[src/rtl/psx_pkg.sv]
// shared types, register indexes, encoding codes and the character class test
// for the printable string extractor; no dependencies
package psx_pkg;

  // fixed field widths of the item interfaces
  localparam int CHAR_W    = 8;
  localparam int LEN_W     = 32;
  localparam int OUT_OFF_W = 32;
  localparam int MINLEN_W  = 7;
  localparam int MODE_W    = 3;
  localparam int CFG_W     = 7;
  localparam int CFG_IDX_W = 2;
  localparam int OUT_TDATA_W = CHAR_W + OUT_OFF_W + LEN_W;

  // configuration register indexes
  localparam logic [CFG_IDX_W-1:0] CFG_MIN_LEN  = 2'd0;
  localparam logic [CFG_IDX_W-1:0] CFG_ENC_MODE = 2'd1;
  localparam logic [CFG_IDX_W-1:0] CFG_WS       = 2'd2;

  // encoding modes
  localparam logic [MODE_W-1:0] MODE_7BIT = 3'd0;
  localparam logic [MODE_W-1:0] MODE_8BIT = 3'd1;
  localparam logic [MODE_W-1:0] MODE_16BE = 3'd2;
  localparam logic [MODE_W-1:0] MODE_16LE = 3'd3;
  localparam logic [MODE_W-1:0] MODE_32BE = 3'd4;
  localparam logic [MODE_W-1:0] MODE_32LE = 3'd5;

  // request and result kinds
  localparam logic REQ_DATA  = 1'b0;
  localparam logic REQ_FLUSH = 1'b1;
  localparam logic KIND_CHAR = 1'b0;
  localparam logic KIND_END  = 1'b1;

  // character codes
  localparam logic [CHAR_W-1:0] CH_TAB   = 8'd9;
  localparam logic [CHAR_W-1:0] CH_NL    = 8'd10;
  localparam logic [CHAR_W-1:0] CH_CR    = 8'd13;
  localparam logic [CHAR_W-1:0] CH_SPACE = 8'd32;
  localparam logic [CHAR_W-1:0] CH_TILDE = 8'd126;
  localparam logic [CHAR_W-1:0] CH_HIGH  = 8'd128;

  // what the unit assembler reports for the current byte
  typedef struct packed {
    logic              done;    // byte completes a unit
    logic              is_str;  // completed unit is a string character
    logic [CHAR_W-1:0] ch;      // character value of the unit
    logic [2:0]        size;    // unit size in bytes
  } unit_t;

  // string character class
  function automatic logic is_print(input logic [CHAR_W-1:0] c, input logic eight,
                                    input logic ws);
    logic ok;
    ok = (c >= CH_SPACE && c <= CH_TILDE) || (c == CH_TAB);
    if (ws && c >= CH_NL && c <= CH_CR) ok = 1'b1;
    if (eight && c >= CH_HIGH) ok = 1'b1;
    return ok;
  endfunction

endpackage

[src/rtl/psx_cell.sv]
// one byte cell of the hold chain: loaded from the assembler or from its
// upper neighbour when the chain drains; depends on psx_pkg
module psx_cell (
  input  logic                      clk,
  input  logic                      wr_en,
  input  logic [psx_pkg::CHAR_W-1:0] wr_data,
  input  logic                      shift_en,
  input  logic [psx_pkg::CHAR_W-1:0] nb_data,
  output logic [psx_pkg::CHAR_W-1:0] q
);

  logic [psx_pkg::CHAR_W-1:0] data_r;

  // write has priority, shift moves the neighbour's byte down one cell
  always_ff @(posedge clk) begin
    if (wr_en) begin
      data_r <= wr_data;
    end else if (shift_en) begin
      data_r <= nb_data;
    end
  end

  assign q = data_r;

endmodule

[src/rtl/psx_unit.sv]
// code unit assembler: gathers bytes by encoding mode and classifies the
// completed unit; depends on psx_pkg
module psx_unit (
  input  logic                       clk,
  input  logic                       rst_n,
  input  logic                       accept,
  input  logic                       flush,
  input  logic [psx_pkg::CHAR_W-1:0] data_byte,
  input  logic [psx_pkg::MODE_W-1:0] mode,
  input  logic                       ws,
  output psx_pkg::unit_t             unit
);

  logic [23:0] asm_r, asm_nxt;
  logic [1:0]  phase_r, phase_nxt;
  logic [psx_pkg::CHAR_W-1:0] ch;
  logic        fits;
  logic [2:0]  size;
  logic        done;

  // unit size, character and fit test per mode
  always_comb begin
    size = 3'd1;
    ch   = data_byte;
    fits = 1'b1;
    unique case (mode)
      psx_pkg::MODE_7BIT, psx_pkg::MODE_8BIT: begin
        size = 3'd1;
      end
      psx_pkg::MODE_16BE: begin
        size = 3'd2;
        fits = (asm_r[7:0] == 8'd0);
      end
      psx_pkg::MODE_16LE: begin
        size = 3'd2;
        ch   = asm_r[7:0];
        fits = (data_byte == 8'd0);
      end
      psx_pkg::MODE_32BE: begin
        size = 3'd4;
        fits = (asm_r == 24'd0);
      end
      psx_pkg::MODE_32LE: begin
        size = 3'd4;
        ch   = asm_r[23:16];
        fits = (asm_r[15:0] == 16'd0) && (data_byte == 8'd0);
      end
      default: begin
        size = 3'd1;
      end
    endcase
  end

  assign done = ({1'b0, phase_r} + 3'd1) >= size;

  assign unit.done   = done;
  assign unit.is_str = fits && psx_pkg::is_print(ch, mode == psx_pkg::MODE_8BIT, ws);
  assign unit.ch     = ch;
  assign unit.size   = size;

  // assembly state update on an accepted item
  always_comb begin
    asm_nxt   = asm_r;
    phase_nxt = phase_r;
    if (accept) begin
      if (flush || done) begin
        asm_nxt   = '0;
        phase_nxt = '0;
      end else begin
        asm_nxt   = {asm_r[15:0], data_byte};
        phase_nxt = phase_r + 2'd1;
      end
    end
  end

  always_ff @(posedge clk) begin
    if (!rst_n) begin
      asm_r   <= '0;
      phase_r <= '0;
    end else begin
      asm_r   <= asm_nxt;
      phase_r <= phase_nxt;
    end
  end

endmodule

[src/rtl/printable_string_extractor_unit.sv]
// printable string extractor top level: run tracking, hold chain of byte
// cells, result sequencer and output register; depends on psx_pkg, psx_unit, psx_cell
//
//   channel | ports            | payload
//   input   | in_t*            | tuser: req_type; tdata: data_byte
//   output  | out_t*           | tuser: item_kind; tdata: char_out, run_start_offset, run_length
//   config  | cfg_we/addr/wdata| min_len, encoding_mode, include_whitespace
//
// an item that gives no result leaves the sequencer idle; an item with results moves it
// to emit, where the hold chain shifts out one held character a cycle while the output is free
// through the single output register. reset is synchronous, active low, and clears
// all control state; the hold cells are not reset. a stalled output holds the sequencer
// and the input stays not ready until the item's results are all loaded
module printable_string_extractor_unit #(
  parameter int                HOLD_DEPTH  = 64,
  parameter int                OFFSET_BITS = 32,
  parameter longint unsigned   MAX_CHARS   = 1048575
) (
  input  logic                              clk,
  input  logic                              rst_n,
  // input items
  input  logic                              in_tvalid,
  output logic                              in_tready,
  input  logic [psx_pkg::CHAR_W-1:0]        in_tdata,   // [7:0] data_byte
  input  logic                              in_tuser,   // [0] req_type
  // result items
  output logic                              out_tvalid,
  input  logic                              out_tready,
  output logic [psx_pkg::OUT_TDATA_W-1:0]   out_tdata,  // [7:0] char_out, [39:8]
                                                        // run_start_offset, [71:40] run_length
  output logic                              out_tuser,  // [0] item_kind
  // configuration writes
  input  logic                              cfg_we,
  input  logic [psx_pkg::CFG_IDX_W-1:0]     cfg_addr,
  input  logic [psx_pkg::CFG_W-1:0]         cfg_wdata
);

  localparam int HOLD_IDX_W = $clog2(HOLD_DEPTH);
  localparam int DRAIN_W    = $clog2(HOLD_DEPTH + 1);
  localparam logic [psx_pkg::MINLEN_W-1:0] HOLD_MAX = psx_pkg::MINLEN_W'(HOLD_DEPTH);
  localparam logic [psx_pkg::LEN_W-1:0]    LEN_MAX  = '1;

  typedef enum logic [1:0] {
    ST_IDLE = 2'b01,
    ST_EMIT = 2'b10
  } state_t;

  // configuration
  logic [psx_pkg::MINLEN_W-1:0] min_len_r;
  logic [psx_pkg::MODE_W-1:0]   mode_r;
  logic                         ws_r;
  logic [psx_pkg::MINLEN_W-1:0] min_eff;

  // run state
  state_t                       state_r, state_nxt;
  logic [OFFSET_BITS-1:0]       stream_off_r, stream_off_nxt;
  logic [OFFSET_BITS-1:0]       start_off_r, start_off_nxt;
  logic [psx_pkg::LEN_W-1:0]    run_cnt_r, run_cnt_nxt;
  logic                         released_r, released_nxt;

  // result plan for the current item
  logic [DRAIN_W-1:0]           drain_r, drain_nxt;
  logic                         emit_chr_r, emit_chr_nxt;
  logic                         emit_end_r, emit_end_nxt;
  logic [psx_pkg::CHAR_W-1:0]   chr_r, chr_nxt;
  logic [OFFSET_BITS-1:0]       plan_off_r, plan_off_nxt;
  logic [psx_pkg::LEN_W-1:0]    plan_len_r, plan_len_nxt;

  // output register
  logic                         out_vld_r, out_vld_nxt;
  logic                         out_kind_r, out_kind_nxt;
  logic [psx_pkg::CHAR_W-1:0]   out_char_r, out_char_nxt;
  logic [psx_pkg::OUT_OFF_W-1:0] out_off_r, out_off_nxt;
  logic [psx_pkg::LEN_W-1:0]    out_len_r, out_len_nxt;

  // hold chain
  logic [psx_pkg::CHAR_W-1:0]   cell_q  [HOLD_DEPTH];
  logic [psx_pkg::CHAR_W-1:0]   cell_nb [HOLD_DEPTH];
  logic [HOLD_DEPTH-1:0]        wr_sel;
  logic                         cell_wr;
  logic                         shift_en;
  logic [HOLD_IDX_W-1:0]        wr_idx;

  logic                         accept;
  logic                         flush;
  logic                         slot_free;
  logic [psx_pkg::LEN_W-1:0]    cnt_inc;
  logic [OFFSET_BITS-1:0]       start_new;
  psx_pkg::unit_t               unit;

  assign accept    = in_tvalid && in_tready;
  assign flush     = (in_tuser == psx_pkg::REQ_FLUSH);
  assign in_tready = (state_r == ST_IDLE);
  assign slot_free = !out_vld_r || out_tready;

  // effective threshold, clamped to one and to the chain depth
  assign min_eff = (min_len_r == '0) ? psx_pkg::MINLEN_W'(1) :
                   ((min_len_r > HOLD_MAX) ? HOLD_MAX : min_len_r);

  // held characters to release for a run of cnt units
  function automatic logic [DRAIN_W-1:0] drain_len(input logic [psx_pkg::LEN_W-1:0] cnt);
    logic [DRAIN_W-1:0] lim;
    lim = (cnt < psx_pkg::LEN_W'(HOLD_DEPTH)) ? cnt[DRAIN_W-1:0] : DRAIN_W'(HOLD_DEPTH);
    if (64'(lim) > MAX_CHARS) lim = DRAIN_W'(MAX_CHARS);
    return lim;
  endfunction

  // configuration writes
  always_ff @(posedge clk) begin
    if (!rst_n) begin
      min_len_r <= psx_pkg::MINLEN_W'(4);
      mode_r    <= psx_pkg::MODE_7BIT;
      ws_r      <= 1'b0;
    end else if (cfg_we) begin
      unique case (cfg_addr)
        psx_pkg::CFG_MIN_LEN:  min_len_r <= cfg_wdata;
        psx_pkg::CFG_ENC_MODE: mode_r    <= cfg_wdata[psx_pkg::MODE_W-1:0];
        psx_pkg::CFG_WS:       ws_r      <= cfg_wdata[0];
        default: ;
      endcase
    end
  end

  // unit assembly and classification
  psx_unit u_unit (
    .clk       (clk),
    .rst_n     (rst_n),
    .accept    (accept),
    .flush     (flush),
    .data_byte (in_tdata),
    .mode      (mode_r),
    .ws        (ws_r),
    .unit      (unit)
  );

  // hold chain of byte cells, drained towards cell zero
  assign wr_idx = run_cnt_r[HOLD_IDX_W-1:0];

  for (genvar i = 0; i < HOLD_DEPTH; i++) begin : g_cell
    if (i == HOLD_DEPTH - 1) begin : g_tail
      assign cell_nb[i] = '0;
    end else begin : g_body
      assign cell_nb[i] = cell_q[i+1];
    end
    assign wr_sel[i] = cell_wr && (wr_idx == HOLD_IDX_W'(i));
    psx_cell u_cell (
      .clk      (clk),
      .wr_en    (wr_sel[i]),
      .wr_data  (unit.ch),
      .shift_en (shift_en),
      .nb_data  (cell_nb[i]),
      .q        (cell_q[i])
    );
  end

  assign cnt_inc   = (run_cnt_r == LEN_MAX) ? run_cnt_r : run_cnt_r + 1'b1;
  assign start_new = (run_cnt_r == '0) ? stream_off_r : start_off_r;

  // run tracking on accept, result sequencing while emitting
  always_comb begin
    state_nxt      = state_r;
    stream_off_nxt = stream_off_r;
    start_off_nxt  = start_off_r;
    run_cnt_nxt    = run_cnt_r;
    released_nxt   = released_r;
    drain_nxt      = drain_r;
    emit_chr_nxt   = emit_chr_r;
    emit_end_nxt   = emit_end_r;
    chr_nxt        = chr_r;
    plan_off_nxt   = plan_off_r;
    plan_len_nxt   = plan_len_r;
    out_vld_nxt    = out_vld_r && !out_tready;
    out_kind_nxt   = out_kind_r;
    out_char_nxt   = out_char_r;
    out_off_nxt    = out_off_r;
    out_len_nxt    = out_len_r;
    cell_wr        = 1'b0;
    shift_en       = 1'b0;

    if (accept) begin
      drain_nxt    = '0;
      emit_chr_nxt = 1'b0;
      emit_end_nxt = 1'b0;
      plan_off_nxt = start_off_r;
      plan_len_nxt = run_cnt_r;
      if (!flush && unit.done) begin
        stream_off_nxt = stream_off_r + OFFSET_BITS'(unit.size);
      end
      if (!flush && unit.done && unit.is_str) begin
        // string character: extend the run
        start_off_nxt = start_new;
        plan_off_nxt  = start_new;
        cell_wr       = !released_r && (run_cnt_r < psx_pkg::LEN_W'(HOLD_DEPTH));
        run_cnt_nxt   = cnt_inc;
        chr_nxt       = unit.ch;
        if (released_r) begin
          emit_chr_nxt = (64'(run_cnt_r) < MAX_CHARS);
        end else if (cnt_inc >= psx_pkg::LEN_W'(min_eff)) begin
          released_nxt = 1'b1;
          drain_nxt    = drain_len(cnt_inc);
        end
      end else if (flush || unit.done) begin
        // run ends: release a qualifying run, then its terminator
        if (released_r) begin
          emit_end_nxt = 1'b1;
        end else if (run_cnt_r != '0 && run_cnt_r >= psx_pkg::LEN_W'(min_eff)) begin
          drain_nxt    = drain_len(run_cnt_r);
          emit_end_nxt = 1'b1;
        end
        run_cnt_nxt  = '0;
        released_nxt = 1'b0;
        if (flush) begin
          stream_off_nxt = '0;
          start_off_nxt  = '0;
        end
      end
      if (drain_nxt != '0 || emit_chr_nxt || emit_end_nxt) begin
        state_nxt = ST_EMIT;
      end
    end else if (state_r == ST_EMIT && slot_free) begin
      // load the next result into the output register
      out_vld_nxt = 1'b1;
      out_off_nxt = psx_pkg::OUT_OFF_W'(plan_off_r);
      priority if (drain_r != '0) begin
        out_kind_nxt = psx_pkg::KIND_CHAR;
        out_char_nxt = cell_q[0];
        out_len_nxt  = '0;
        shift_en     = 1'b1;
        drain_nxt    = drain_r - 1'b1;
      end else if (emit_chr_r) begin
        out_kind_nxt = psx_pkg::KIND_CHAR;
        out_char_nxt = chr_r;
        out_len_nxt  = '0;
        emit_chr_nxt = 1'b0;
      end else begin
        out_kind_nxt = psx_pkg::KIND_END;
        out_char_nxt = '0;
        out_len_nxt  = plan_len_r;
        emit_end_nxt = 1'b0;
      end
      if (drain_nxt == '0 && !emit_chr_nxt && !emit_end_nxt) begin
        state_nxt = ST_IDLE;
      end
    end
  end

  // control registers
  always_ff @(posedge clk) begin
    if (!rst_n) begin
      state_r      <= ST_IDLE;
      stream_off_r <= '0;
      start_off_r  <= '0;
      run_cnt_r    <= '0;
      released_r   <= 1'b0;
      drain_r      <= '0;
      emit_chr_r   <= 1'b0;
      emit_end_r   <= 1'b0;
      out_vld_r    <= 1'b0;
    end else begin
      state_r      <= state_nxt;
      stream_off_r <= stream_off_nxt;
      start_off_r  <= start_off_nxt;
      run_cnt_r    <= run_cnt_nxt;
      released_r   <= released_nxt;
      drain_r      <= drain_nxt;
      emit_chr_r   <= emit_chr_nxt;
      emit_end_r   <= emit_end_nxt;
      out_vld_r    <= out_vld_nxt;
    end
  end

  // payload registers
  always_ff @(posedge clk) begin
    chr_r      <= chr_nxt;
    plan_off_r <= plan_off_nxt;
    plan_len_r <= plan_len_nxt;
    out_kind_r <= out_kind_nxt;
    out_char_r <= out_char_nxt;
    out_off_r  <= out_off_nxt;
    out_len_r  <= out_len_nxt;
  end

  assign out_tvalid = out_vld_r;
  assign out_tuser  = out_kind_r;
  assign out_tdata  = {out_len_r, out_off_r, out_char_r};

`ifndef SYNTHESIS
  // a released run always has at least one unit
  a_released_cnt: assert property (@(posedge clk) disable iff (!rst_n)
    released_r |-> (run_cnt_r != '0))
    else $error("released run with zero length");

  // the sequencer never sits in emit with nothing left to send
  a_emit_plan: assert property (@(posedge clk) disable iff (!rst_n)
    (state_r == ST_EMIT) |-> (drain_r != '0 || emit_chr_r || emit_end_r))
    else $error("emit state with empty plan");

  // the drain count never exceeds the chain depth
  a_drain_max: assert property (@(posedge clk) disable iff (!rst_n)
    drain_r <= DRAIN_W'(HOLD_DEPTH))
    else $error("drain count beyond hold depth");

  // a flush restarts the byte offsets
  a_flush_off: assert property (@(posedge clk) disable iff (!rst_n)
    (accept && flush) |=> (stream_off_r == '0 && start_off_r == '0 && run_cnt_r == '0))
    else $error("flush did not clear offsets");
`endif

endmodule

[config.mk]
export PLATFORM = sky130hd
export DESIGN_NAME = printable_string_extractor_unit
export DESIGN_NICKNAME = d
export VERILOG_FILES = /design/src/rtl/psx_pkg.sv /design/src/rtl/psx_cell.sv /design/src/rtl/psx_unit.sv /design/src/rtl/printable_string_extractor_unit.sv
export SDC_FILE = /design/constraint.sdc
export NUM_CORES = 1
export LEC_CHECK = 0
export ABC_AREA = 0
export BUFFER_PORTS_ARGS = -buffer_cell sky130_fd_sc_hd__buf_2
export CAP_MARGIN = 25
export CORE_MARGIN = 2
export CORE_UTILIZATION = 55
export CTS_BUF_LIST = sky130_fd_sc_hd__clkbuf_4 sky130_fd_sc_hd__clkbuf_8
export CTS_CLUSTER_DIAMETER = 150
export DETAILED_ROUTE_END_ITERATION = 8
export PLACE_DENSITY = 0.83
export SYNTH_ARGS = -nofsm -noshare
export SYNTH_HDL_FRONTEND = slang
export SYNTH_SLANG_ARGS = --single-unit
[constraint.sdc]
create_clock -name clk -period 8.7 [get_ports clk]
set_clock_uncertainty 0.2 [all_clocks]
set_input_delay 0.435 -clock clk [delete_from_list [all_inputs] [get_ports clk]]
set_output_delay 0.435 -clock clk [all_outputs]
set_load 0.005 [all_outputs]
==> results of run 1 <==
## layout make-up
cell class,instances,area share (%)
multi-input cells,1529,31.26
diodes,1,0.006208
repair buffers,192,3.064
flip-flops and latches,803,56.20
clock buffers,165,5.169
inverters,27,0.2577
well taps,855,2.654
clock inverters,63,1.394
## logic make-up after synthesis
kind of cell | Yosys count | synth area share [%]
AO/OA/AOI/OAI | 317 | 5.835
buffers and inverters | 174 | 2.025
XOR/XNOR | 47 | 1.147
multiplexers | 549 | 17.38
AND/OR/NAND/NOR | 587 | 9.480
flip-flops | 803 | 63.10
adder cells (fa/ha/maj) | 29 | 1.032
## per-layer routing
layer	part of all wire [%]	up-vias	track usage [%]
met1	41	10828	29.15
met5	0	-	0
met2	50	901	37.90
met3	7.4	150	4.413
met4	2.2	0	7.407
li1	-	9831	-
## through the flow
stage               cells  area [um2]  power [uW]  setup slack, ps
global route         3635       40310        8002             2275
finish               3635       40310        7767             2640
detailed placement   3332       37090        4514             2110
global placement     3331       37060        4499             2505
CTS                  3579       39920        7809             2131
floorplan            2506       35900        4421             4583
## report_power, final
part	switching (uW)	internal (uW)
logic	205	78.3
clock network	1480	1830
registers	15.6	4150
total	1710	6060
## path summary, 6_finish.rpt
path                                                from                          endpoint  slack (ps)  cells after the start
worst max-delay path              mode_r[2]$_SDFFE_PN0P_  g_cell[14].u_cell.q[6]$_DFFE_PP_        2640                     11
worst min-delay path                         cfg_addr[0]         min_len_r[2]$_SDFFE_PN1P_          50                      5
worst max register to register    mode_r[2]$_SDFFE_PN0P_  g_cell[14].u_cell.q[6]$_DFFE_PP_        2640                     11
worst min register to register  plan_off_r[28]$_DFFE_PP_           out_off_r[28]$_DFFE_PP_         220                      0
## Yosys cell counts, types with 10 or more instances
library cell	instances	share of area, %
and3_1	17	0.30
dfxtp_1	146	8.1
o21ai_0	122	1.7
a21oi_1	39	0.54
mux2_2	493	15
buf_2	25	0.35
nand2b_1	10	0.17
mux2i_1	14	0.39
mux2_4	20	0.84
nand2_1	136	1.4
nor2_1	88	0.92
edfxtp_1	657	55
mux2_1	22	0.69
nand3_1	76	1.1
nor2b_1	27	0.47
ha_1	28	0.98
xor2_1	25	0.61
clkbuf_1	107	1.1
nor3_1	37	0.52
nor2_4	54	1.7
nand4_1	20	0.35
a21boi_0	36	0.75
xnor2_1	22	0.54
a31oi_1	14	0.24
a22o_1	32	0.78
o22ai_1	11	0.19
nor4_1	12	0.21
and2_1	47	0.82
inv_1	27	0.28
## worst register-to-register path: cells and delay by family (launching register included)
| kind | cells | cell delay [ps] |
|---|---|---|
| AOI/OAI and AO/OA | 5 | 2260 |
| DFF | 1 | 500 |
| and+or+nand+nor | 2 | 1100 |
| buffers and inverters | 4 | 1640 |
## flip-flops by register name (all words and copies together), names as in the netlist, 24 cells and up
register and flops:
g_cell.u_cell.q 512, out_len_r 32, out_off_r 32, plan_len_r 32
plan_off_r 32, run_cnt_r 32, start_off_r 32, stream_off_r 32
u_unit.asm_r 24
## repair_timing
| item | 4_1_cts | 5_1_grt |
|---|---|---|
| hold buffers | 19 | 0 |
| gates resized for setup | 0 | 0 |
| hold endpoints to repair | 21 | 0 |
==> impl_metrics.py, run 1 <==
metrics = {
    "logic_synthesis": {
        "ys_async_sr_fraction_pct": 0,
        "yosysUniqueCellTypes": 77,
        "yosys_register_bits": 803,
        "syn_inst": 2506,
        "syn_area_per_cell_um2": 14.32,
        "synth_edf_count": 657,
        "synth_flop_cell": "edfxtp_1",
        "synth_nets": 2558,
        "syn_area_um2": 35900,
        "yosysSeqAreaShare_pct": 63.10,
        "yosysWarnings": 0,
    },
    "clocking": {
        "cts_tree": "built",
        "clk_pin_slew_ps": 70,
        "cts_root_buffer": "clkbuf_8",
        "numCtsBuffers": 121,
        "cts_buffer_depth": 3,
        "cts_setup_buffers": 0,
        "insertion_delay_ps": 750,
        "htree_num_levels": 3,
        "cts.sinks": 803,
    },
    "detailed_routing": {
        "wl_um": 76610,
        "vias": 21710,
        "drtIter0Drc": 2076,
        "viasPerCell": 5.972,
        "dr.pass1.iters": 8,
        "detail_route.wl_per_cell_um": 21.08,
        "drcViolationCount": 0,
        "ant_nets": 0,
    },
    "grt": {
        "grt_pass1_vias": 21793,
        "antenna_found_initial": 1,
        "grt_max_degree": 87,
        "grt_overflow": 0,
        "gr-usage-all-layers_pct": 22.44,
        "grt_pass1_wl_um": 119500,
    },
    "layout": {
        "fin_util_pct": 62.52,
        "fill_cells": 4512,
        "area_growth_syn_to_layout_pct": 12.28,
        "drive_above_1_share_pct": 35.88,
        "regArea_um2": 22650,
        "multiInputGateArea_um2": 12600,
        "layout_common_cells": "edfxtp_1 (657), mux2_2 (493), dfxtp_1 (146)",
        "final_common_cell": "edfxtp_1",
        "nets": 2726,
    },
    "critical_path": {
        "criticalPathCategory": "flop to flop",
        "crit_path_max_fanout": 67,
        "slowest_stage": "o21ai_0",
        "critical-path-max-stage-delay_ps": 820,
        "cp-end-kind": "flop",
        "cp_common_cell": "buf_4",
        "cp_cell_sequence": "buf_16, or2_1, a21oi_1, a211oi_4, buf_4, inv_1, o32ai_4, o21a_1, nand4_2, buf_4, o21ai_0",
        "worstPathArrival_ps": 6220,
        "critPathTopFamily": "compound AO/OA/AOI/OAI gates",
        "critPathLaunchType": "flop",
        "cp.required_ps": 8860,
        "crit_buf_inv": 4,
    },
    "sta": {
        "post-route-period-util_pct": 69.66,
        "setup_viol": 0,
        "slew_viol_final": 0,
        "finalSetupTns_ps": 0,
        "relSlewSlack_pct": 28.47,
        "worst_slew_pin_slew_ps": 1062,
        "holdWs_ps": 53.40,
        "rsz0062_at_grt": "false",
        "fin_crit_ps": 6060,
        "hold_viol_final": 0,
        "fmax_mhz": 165.0,
    },
    "power": {
        "leakage_uw": 0.01267,
        "ir_drop_uv": 122.8,
        "power_density_nw_per_um2": 192.7,
    },
    "flow_run": {
        "drv_cap": 0,
    },
    "place": {
        "io_buffer_count": 97,
        "finalWeightedCongestion": 0.9311,
        "hpwl_um": 45630,
    },
    "die": {
        "rows": 93,
        "die_y_um": 259.5,
        "core-area_um2": 64460,
        "die_area_um2": 67330,
        "ios": 98,
        "die_width_um": 259.5,
        "start_util_pct": 55.69,
    },
    "min_path": {
        "hold_class": "input pin to flop",
    },
    "status": {
        "status": "finished, final reports clean",
    },
}
Note: power is estimated with default switching activity, not from simulation.
==> run 2, diff against run 1 <==
--- a/config.mk
+++ b/config.mk
@@ -13,7 +13,7 @@
 export CTS_BUF_LIST = sky130_fd_sc_hd__clkbuf_4 sky130_fd_sc_hd__clkbuf_8
 export CTS_CLUSTER_DIAMETER = 150
 export DETAILED_ROUTE_END_ITERATION = 8
-export PLACE_DENSITY = 0.83
+export PLACE_DENSITY = 0.85
 export SYNTH_ARGS = -nofsm -noshare
 export SYNTH_HDL_FRONTEND = slang
 export SYNTH_SLANG_ARGS = --single-unit
==> constraint.sdc (replaced) <==
create_clock -name clk -period 5.29 [get_ports clk]
set_clock_uncertainty 0.2 [all_clocks]
set_input_delay 0.2645 -clock clk [delete_from_list [all_inputs] [get_ports clk]]
set_output_delay 0.2645 -clock clk [all_outputs]
set_load 0.005 [all_outputs]
==> impl_metrics.py, run 2 (same netlist as run 1, synthesis figures left out) <==
metrics = {
    "place": {
        "io_buffer_count": 97,
        "post-place-cells": 3405,
        "place_area_um2": 37610,
        "finalWeightedCongestion": 0.9563,
        "hpwl_um": 46890,
    },
    "power": {
        "power_density_nw_per_um2": 311.1,
        "ir_drop_uv": 184.6,
        "leakage_uw": 0.01272,
    },
    "die": {
        "die_y_um": 259.5,
        "die_area_um2": 67330,
        "start_util_pct": 55.69,
        "rows": 93,
        "core-area_um2": 64460,
        "die_width_um": 259.5,
        "ios": 98,
    },
    "sta": {
        "hold_viol_final": 0,
        "relSlewSlack_pct": 29.96,
        "worst_slew_pin_slew_ps": 1040,
        "finalSetupTns_ps": 0,
        "setup_viol": 0,
        "post-route-period-util_pct": 91.17,
        "slew_viol_final": 0,
        "fin_crit_ps": 4823,
        "rsz0062_at_grt": "false",
        "fmax_mhz": 207.3,
    },
    "layout": {
        "fin_util_pct": 62.73,
        "fin_cells": 3663,
        "layout_common_cells": "edfxtp_1 (657), mux2_2 (493), dfxtp_1 (146)",
        "drive_above_1_share_pct": 35.95,
        "nets": 2758,
        "final_common_cell": "edfxtp_1",
        "post-route-cell-area_um2": 40440,
        "area_growth_syn_to_layout_pct": 12.64,
        "largest_register_ffs": 512,
    },
    "detailed_routing": {
        "vias": 21795,
        "wl_um": 77000,
        "dr.pass1.iters": 5,
        "ant_nets": 0,
        "drcViolationCount": 0,
        "viasPerCell": 5.950,
        "detail_route.wl_per_cell_um": 21.02,
        "drtIter0Drc": 2027,
    },
    "clocking": {
        "insertion_delay_ps": 750,
        "cts.sinks": 803,
        "cts_buffer_depth": 3,
        "numCtsBuffers": 119,
        "htree_num_levels": 3,
        "clk_pin_slew_ps": 60,
        "cts_tree": "built",
        "cts_root_buffer": "clkbuf_8",
    },
    "critical_path": {
        "cp-end-kind": "flop",
        "critPathLaunchType": "flop",
        "cp.required_ps": 5700,
        "criticalPathCategory": "flop to flop",
        "crit_path_max_fanout": 9,
        "worstPathArrival_ps": 5230,
    },
    "grt": {
        "antenna_found_initial": 1,
        "grt_pass1_wl_um": 121200,
        "gr-usage-all-layers_pct": 22.73,
        "grt_overflow": 0,
        "grt_pass1_vias": 22105,
        "grt_max_degree": 79,
    },
    "flow_run": {
        "drv_cap": 0,
    },
    "status": {
        "status": "finished, final reports clean",
    },
    "min_path": {
        "hold_class": "flop to flop",
    },
}
## run 2: cell count changes in the layout (fill, tap and decap cells not counted), moves of 3 or more
| cell | delta |
|---|---|
| clkbuf_2 | -5 |
| clkbuf_8 | -14 |
| buf_4 | +71 |
| clkbuf_4 | -5 |
| buf_2 | -22 |
| dlygate4sd3_1 | +12 |
| clkinv_2 | -7 |
| clkinv_1 | +4 |
| buf_16 | -3 |
## run 2: repair_timing
item | in CTS | in global routing
gates resized for setup | 0 | 1
endpoints found under the setup margin | 0 | 1
hold buffers | 31 | 0
hold endpoints to repair | 31 | 0
buffers inserted | 0 | 0
## run 2: path summary, 6_finish.rpt
path                        startpoint                       to  slack (ps)  cells past startpoint
max          run_cnt_r[1]$_SDFFE_PN0P_  state_r[0]$_SDFFE_PN1P_         470                     15
min           plan_off_r[27]$_DFFE_PP_  out_off_r[27]$_DFFE_PP_         210                      0
max reg2reg  run_cnt_r[1]$_SDFFE_PN0P_  state_r[0]$_SDFFE_PN1P_         470                     15
min reg2reg   plan_off_r[27]$_DFFE_PP_  out_off_r[27]$_DFFE_PP_         210                      0
## run 2: through the flow
step / worst slack (ps) / hold slack [ps] / power (uW)
5_1_grt: 104.4 / 216.8 / 12950
3_5_place_dp: 455.3 / 206.2 / 7431
4_1_cts: 438.3 / 163.8 / 12620
3_3_place_gp: 641.4 / 203.4 / 7412
6_report: 467.0 / 213.4 / 12580
2_1_floorplan: 1173 / 193.3 / 7271
## run 2: cell type report
class                           count  area (um2)
Antenna cell                        1       2.502
Clock buffer                      164        1988
Clock inverter                     58       503.0
Fill cell                        4450       24030
Inverter                           27       103.9
Multi-Input combinational cell   1529       12590
Sequential cell                   803       22650
Tap cell                          855        1070
Timing Repair Buffer              226        1524
## run 2: report_power, final
part | switching [uW] | internal, uW
logic | 343 | 129
registers | 26.2 | 6830
clock network | 2410 | 2840
## run 2: per-layer routing
layer  up-vias  global-route usage, %  wire [um]
met2       883                  38.68      38190
met3       165                  3.652       5236
met5         -                      0          0
met1     10875                  29.65      31640
li1       9872                      -          -
met4         0                  7.966       1932
## run 2: worst max-delay path, stage by stage, from the launching register on
cell,delay (ps)
dfxtp_1,490
ha_1,400
nand4_1,280
nor4_2,510
nand3_1,370
nand3_1,210
xnor2_1,160
ha_1,350
a21o_1,110
a31oi_1,40
o21ai_0,310
nor2b_1,180
o2111ai_1,190
nor4_4,420
a21oi_1,170
a221o_1,310
